===== src/design/bft_pkg.sv =====
// Shared types, codes and defaults for the tape machine.
`default_nettype none
package bft_pkg;

  localparam int PROGRAM_DEPTH_DEF = 4096;
  localparam int TAPE_DEPTH_DEF    = 4096;

  localparam int ADDR_W = 12;
  localparam int CHAR_W = 8;
  localparam int LEN_W  = 13;
  localparam int STAT_W = 2;
  localparam int IN_TDATA_W  = 24;
  localparam int OUT_TDATA_W = 16;

  localparam logic KIND_LOAD = 1'b0;
  localparam logic KIND_EXEC = 1'b1;

  localparam logic [STAT_W-1:0] ST_RUN  = 2'd0;
  localparam logic [STAT_W-1:0] ST_HALT = 2'd1;
  localparam logic [STAT_W-1:0] ST_ERR  = 2'd2;

  localparam logic [CHAR_W-1:0] CH_INC = 8'h2B;
  localparam logic [CHAR_W-1:0] CH_DEC = 8'h2D;
  localparam logic [CHAR_W-1:0] CH_LFT = 8'h3C;
  localparam logic [CHAR_W-1:0] CH_RGT = 8'h3E;
  localparam logic [CHAR_W-1:0] CH_OUT = 8'h2E;
  localparam logic [CHAR_W-1:0] CH_INP = 8'h2C;
  localparam logic [CHAR_W-1:0] CH_LBR = 8'h5B;
  localparam logic [CHAR_W-1:0] CH_RBR = 8'h5D;

  typedef enum logic [2:0] {
    S_CLEAR,
    S_IDLE,
    S_EXEC,
    S_SCAN,
    S_RESP_HALT,
    S_RESP_SCAN
  } bft_state_t;

  typedef struct packed {
    logic clr_wr;
    logic load_wr;
    logic fetch;
    logic commit;
    logic scan_start;
    logic scan_step;
    logic emit_halt;
    logic emit_scan;
  } bft_cmd_t;

  typedef struct packed {
    logic clr_last;
    logic halt_cond;
    logic jump_fwd;
    logic jump_bwd;
    logic scan_hit;
    logic scan_miss;
    logic out_free;
  } bft_stat_t;

endpackage
`default_nettype wire


===== src/design/bft_ctrl.sv =====
// Sequencing state machine for the tape machine.
`default_nettype none
module bft_ctrl (
  input  wire logic                clk,
  input  wire logic                rst_n,
  input  wire logic                in_tvalid,
  input  wire logic                in_kind,
  output logic                     in_tready,
  input  wire bft_pkg::bft_stat_t  stat,
  output bft_pkg::bft_cmd_t        cmd
);
  import bft_pkg::*;

  bft_state_t state_r, state_nxt;

  always_ff @(posedge clk) begin
    if (!rst_n) begin
      state_r <= S_CLEAR;
    end else begin
      state_r <= state_nxt;
    end
  end

  always_comb begin
    state_nxt = state_r;
    cmd       = '0;
    in_tready = 1'b0;
    unique case (state_r)
      S_CLEAR: begin
        cmd.clr_wr = 1'b1;
        if (stat.clr_last) begin
          state_nxt = S_IDLE;
        end
      end
      S_IDLE: begin
        in_tready = 1'b1;
        if (in_tvalid) begin
          if (in_kind == KIND_LOAD) begin
            cmd.load_wr = 1'b1;
          end else if (stat.halt_cond) begin
            state_nxt = S_RESP_HALT;
          end else begin
            cmd.fetch = 1'b1;
            state_nxt = S_EXEC;
          end
        end
      end
      S_EXEC: begin
        if (stat.jump_fwd || stat.jump_bwd) begin
          cmd.scan_start = 1'b1;
          state_nxt      = S_SCAN;
        end else if (stat.out_free) begin
          cmd.commit = 1'b1;
          state_nxt  = S_IDLE;
        end
      end
      S_SCAN: begin
        cmd.scan_step = 1'b1;
        if (stat.scan_hit || stat.scan_miss) begin
          state_nxt = S_RESP_SCAN;
        end
      end
      S_RESP_HALT: begin
        if (stat.out_free) begin
          cmd.emit_halt = 1'b1;
          state_nxt     = S_IDLE;
        end
      end
      S_RESP_SCAN: begin
        if (stat.out_free) begin
          cmd.emit_scan = 1'b1;
          state_nxt     = S_IDLE;
        end
      end
      default: begin
        state_nxt = S_IDLE;
      end
    endcase
  end

endmodule
`default_nettype wire


===== config.mk =====
export PLATFORM = sky130hd
export DESIGN_NAME = bft_ctrl
export DESIGN_NICKNAME = d
export VERILOG_FILES = /design/src/design/bft_pkg.sv /design/src/design/bft_ctrl.sv
export SDC_FILE = /design/constraint.sdc
export NUM_CORES = 1
export LEC_CHECK = 0
export ABC_AREA = 1
export BUFFER_PORTS_ARGS = -buffer_cell sky130_fd_sc_hd__buf_4
export CAP_MARGIN = 40
export CORE_AREA = 5 5 42 44
export CTS_CLUSTER_DIAMETER = 50
export DETAILED_ROUTE_END_ITERATION = 10
export DIE_AREA = 0 0 47 49
export PLACE_DENSITY = 0.54
export SYNTH_ARGS = -nofsm -noshare
export SYNTH_HDL_FRONTEND = slang
export SYNTH_SLANG_ARGS = --single-unit

===== constraint.sdc =====
create_clock -name clk -period 1 [get_ports clk]
set_input_delay 0.2 -clock clk [delete_from_list [all_inputs] [get_ports clk]]
set_output_delay 0.2 -clock clk [all_outputs]
set_load 0.03 [all_outputs]

### After elaboration in Yosys (flattened, before gate mapping)

Index checks and enable logic that the tools add are counted.

* register bits after elaboration: 3
* memories: 0
* memory bits (read-only): 0
* logic and storage cells: 37
* output and inout port bits: 9
* bits in latches: 0
* RAM bits: 0

* add/sub/neg operators: 0
* muxes and demuxes: 22
* bitwise logic cells: 0
* multiply operators: 0
* divide/modulo/power cells: 0
* reduce and logical (&&, ||, !) cells: 5
* equality and inequality tests: 9
* shift operators: 0
* magnitude comparators: 0

Operator list (number)
* 2-to-1 mux 3 bit: 7
* case mux 3 bit (5 select lines): 1
* 2-to-1 mux 1 bit: 11
* inequality test 2 bit, second input constant: 4
* equality test 3 x 2 -> 1 bit, second input constant: 2
* equality test 3 bit, second input constant: 2
* 2-to-1 mux 2 bit: 3
* AND reduction 4 bit: 1
* equality test 3 x 1 -> 1 bit, second input constant: 1
* logical NOT 3 bit: 1
* logical OR 1 bit: 2
* OR reduction 2 bit: 1

### Depth between registers and ports, before layout

* depth in word-level cells: 4
* gate-level depth with buffers: 7
* mapped depth without buffers: 7

### Worst setup path before layout

No wires, ideal clock.

* path type: reg2out
* start: register state_r[0]
* end: output port cmd[4] (netlist bit)
* required time: 800 ps
* stages on the path, launching flop included: 4
* data arrival time: 1441 ps
* slack: -641 ps
* path through: dfxtp_1 -> inv_2 -> nand3_2 -> nor4_1

RTL lines
* from (decl): line bft_ctrl.sv:14 `bft_state_t state_r, state_nxt;`
* from (signal assigned): line bft_ctrl.sv:20 `state_r <= state_nxt;`
* to (decl): line bft_ctrl.sv:10 `output bft_pkg::bft_cmd_t cmd`

==> impl_metrics.json <==
{
  "dp_hpwl_um": 901,
  "synth_edf_count": 0,
  "cts_tree": "built",
  "drt-initial-drc-count": 6,
  "areaGrowthSynthToFinish_pct": 194,
  "max_freq_mhz": 734,
  "period_needed_ns": 1.36,
  "ios": 20,
  "pre_cts_ws_ns": -0.144,
  "required_ns": 0.80,
  "ant_nets": 0,
  "cts_root_buf": "clkbuf_4",
  "power.share.switching_pct": 40.2,
  "layout_setup_ws_ns": -0.363,
  "gp_congestion": 0.750,
  "die_h_um": 49,
  "timing.final.hold_violations": 0,
  "antenna_found_initial": 0,
  "syn_area_sq_um": 313,
  "vias": 542,
  "p_leak_nw": 0.454,
  "grt_use_total_pct": 13.9,
  "worst_slew_margin_rel_pct": 84.7,
  "fin_skew_ns": 0.00505,
  "clkSlewWorstSetupHoldPaths_ns": 0.03,
  "clock_latency_ns": 0.24,
  "htreeDepth": 1,
  "drcViolationCount": 0,
  "clock_power_share_pct": 23.1,
  "powerDensity_nw_per_um2": 1030,
  "worstMarginPinSlew_ns": 0.228,
  "avgSynthCellArea_sq_um": 5.49,
  "synth_top_area_share_pct": 19.2,
  "critPathMaxFanout": 5,
  "finalPower_mw": 0.944,
  "largest_reg_flops": 3,
  "design_area_sq_um": 920,
  "wirelength_um": 1510,
  "p_int_mw": 0.565,
  "synth_most_common_cell": "nand2_1",
  "hold_class": "input port to register",
  "yosysTopAreaCell": "dfxtp_1",
  "ys_ff_latch": 3,
  "gr-total-overflow": 0,
  "yosysSeqAreaShare_pct": 19.2,
  "grt.busiest_layer": "met2",
  "hold_end": "state_r[0]",
  "rsz0062_at_grt": "true",
  "timing.rr.end": "state_r[1]",
  "min_delay_path_depth": 3,
  "diodes": 0,
  "report.final.slew_viol_count": 0,
  "row_count": 14,
  "drtPass1Iterations": 4,
  "timing.rr.start": "state_r[0]",
  "synth_commonest_cells": "nand2_1, nor2_1, inv_1",
  "p_switching_mw": 0.379,
  "placed_area_sq_um": 661,
  "syn_nets": 68,
  "finalSetupViolCount": 12,
  "io_buffers": 19,
  "ys_types": 14,
  "regMostFlops": "state_r",
  "p_comb_share_pct": 60.2,
  "top_regs": "state_r x3",
  "synth.area.top_cells": "dfxtp_1, nand2_1, nor2_1",
  "yosysWarnings": 0,
  "timing.final.crit_share_pct": 136,
  "maxCapViolations": 0,
  "cts_buffer_depth": 2,
  "critPathArrivalTime_ns": 1.16,
  "synthArstFlopShare_pct": 0,
  "outcome": "finished with violations",
  "drive_gt1_share_pct": 74.8,
  "start_util_pct": 22.3,
  "die_w_um": 47,
  "netlist_instances": 57,
  "met2_usage_pct": 24.4,
  "core-area_sq_um": 1400,
  "dieArea_sq_um": 2300,
  "numCtsBuffers": 3,
  "peakVddDrop_mv": 0.839,
  "grt_first_pass_wirelength_um": 2330,
  "use_met1_pct": 14.7,
  "crit_path_start_kind": "register",
  "hp-start": "rst_n",
  "wl_per_cell_um": 12.7,
  "gr-usage-met3_pct": 4.80,
  "grt_pass1_vias": 544,
  "reg2reg_depth": 8,
  "end_kind": "output port",
  "nNetsFinal": 115,
  "crit_type": "register to output port",
  "fin_util_pct": 65.6,
  "synthFlopType": "dfxtp_1",
  "violations": "negative setup slack",
  "grt_max_degree": 6,
  "r2r_slack_ns": -0.19,
  "viasPerCell": 4.55,
  "cts_sinks": 3,
  "sequentialPowerShare_pct": 16.7,
  "cts_hold_repair.buffers": 0
}
==> worst max path at each step <==
| stage | end | start |
|---|---|---|
| after global placement | state_r[1] | state_r[1] |
| after global routing | cmd[5] | state_r[2] |
| after detailed placement | state_r[1] | state_r[1] |
| after CTS | cmd[5] | state_r[2] |
| after floorplan | cmd[6] | state_r[2] |
| final | cmd[5] | state_r[2] |
==> metrics by stage <==
step / TNS (ns) / hold WS, ns / instances
2_1_floorplan: -1.64 / 0.315 / 57
3_3_place_gp: -0.956 / 0.448 / 103
3_5_place_dp: -1.05 / 0.440 / 103
4_1_cts: -3.17 / 0.194 / 114
5_1_grt: -3.79 / 0.196 / 119
6_report: -3.13 / 0.197 / 119
==> power groups by stage <==
stage / clock, mW / sequential [mW] / combinational, mW
after global routing: 0.242 / 0.160 / 0.612
final: 0.218 / 0.158 / 0.568
after CTS: 0.223 / 0.156 / 0.456
after detailed placement: 0 / 0.156 / 0.379
after global placement: 0 / 0.155 / 0.376
after floorplan: 0 / 0.156 / 0.214
==> layer usage <==
metal | vias to the layer above | wire, um
li1 | 272 | -
met1 | 259 | 563
met2 | 11 | 892
met3 | 0 | 54
met4 | 0 | 0
met5 | - | 0
==> cell type report <==
class	instances	area (sq um)
clock buffer	4	26.3
fill	109	482
inverter	8	37.5
multi-input combinational	45	377
sequential	3	71.3
tap	16	20.0
timing repair buffer	43	388
==> kinds of logic (layout without fill, tap and decap cells) <==
family | Yosys count | count (layout) | share of synthesized area, %
DFF | 3 | 3 | 19.2
and+or+nand+nor | 40 | 40 | 60.0
AOI/OAI and AO/OA | 5 | 5 | 8.80
buffers and inverters | 9 | 55 | 12.0
==> critical path: stages (launching register included) <==
cell and delay (ns):
dfxtp_4 0.36, inv_6 0.07, nand2_4 0.05, nor2_4 0.14, nand2_2 0.09, nor2_4 0.08, buf_6 0.13
==> timing repair <==
action / in CTS / in global routing
pin swaps: 10 / 15
setup endpoints to repair: 12 / 12
endpoints found under the hold margin: 0 / 0
gates resized for setup: 21 / 16
buffers inserted: 7 / 6
==> cell usage in the layout (no fill, tap or decap) <==
master and n:
a21oi_2 1, nand3_4 2, inv_2 1, nor2_4 7
buf_4 28, dfxtp_4 3, buf_12 1, inv_4 1
nand2_1 9, a21boi_2 1, nor3_2 1, nor4_4 1
inv_6 1, buf_6 14, clkbuf_1 1, inv_1 5
nand2_4 4, nand3_2 2, clkbuf_4 3, nor3_4 3
a21oi_1 3, nand2_2 3, nor2_1 8
(Power assumes the default switching activity.)
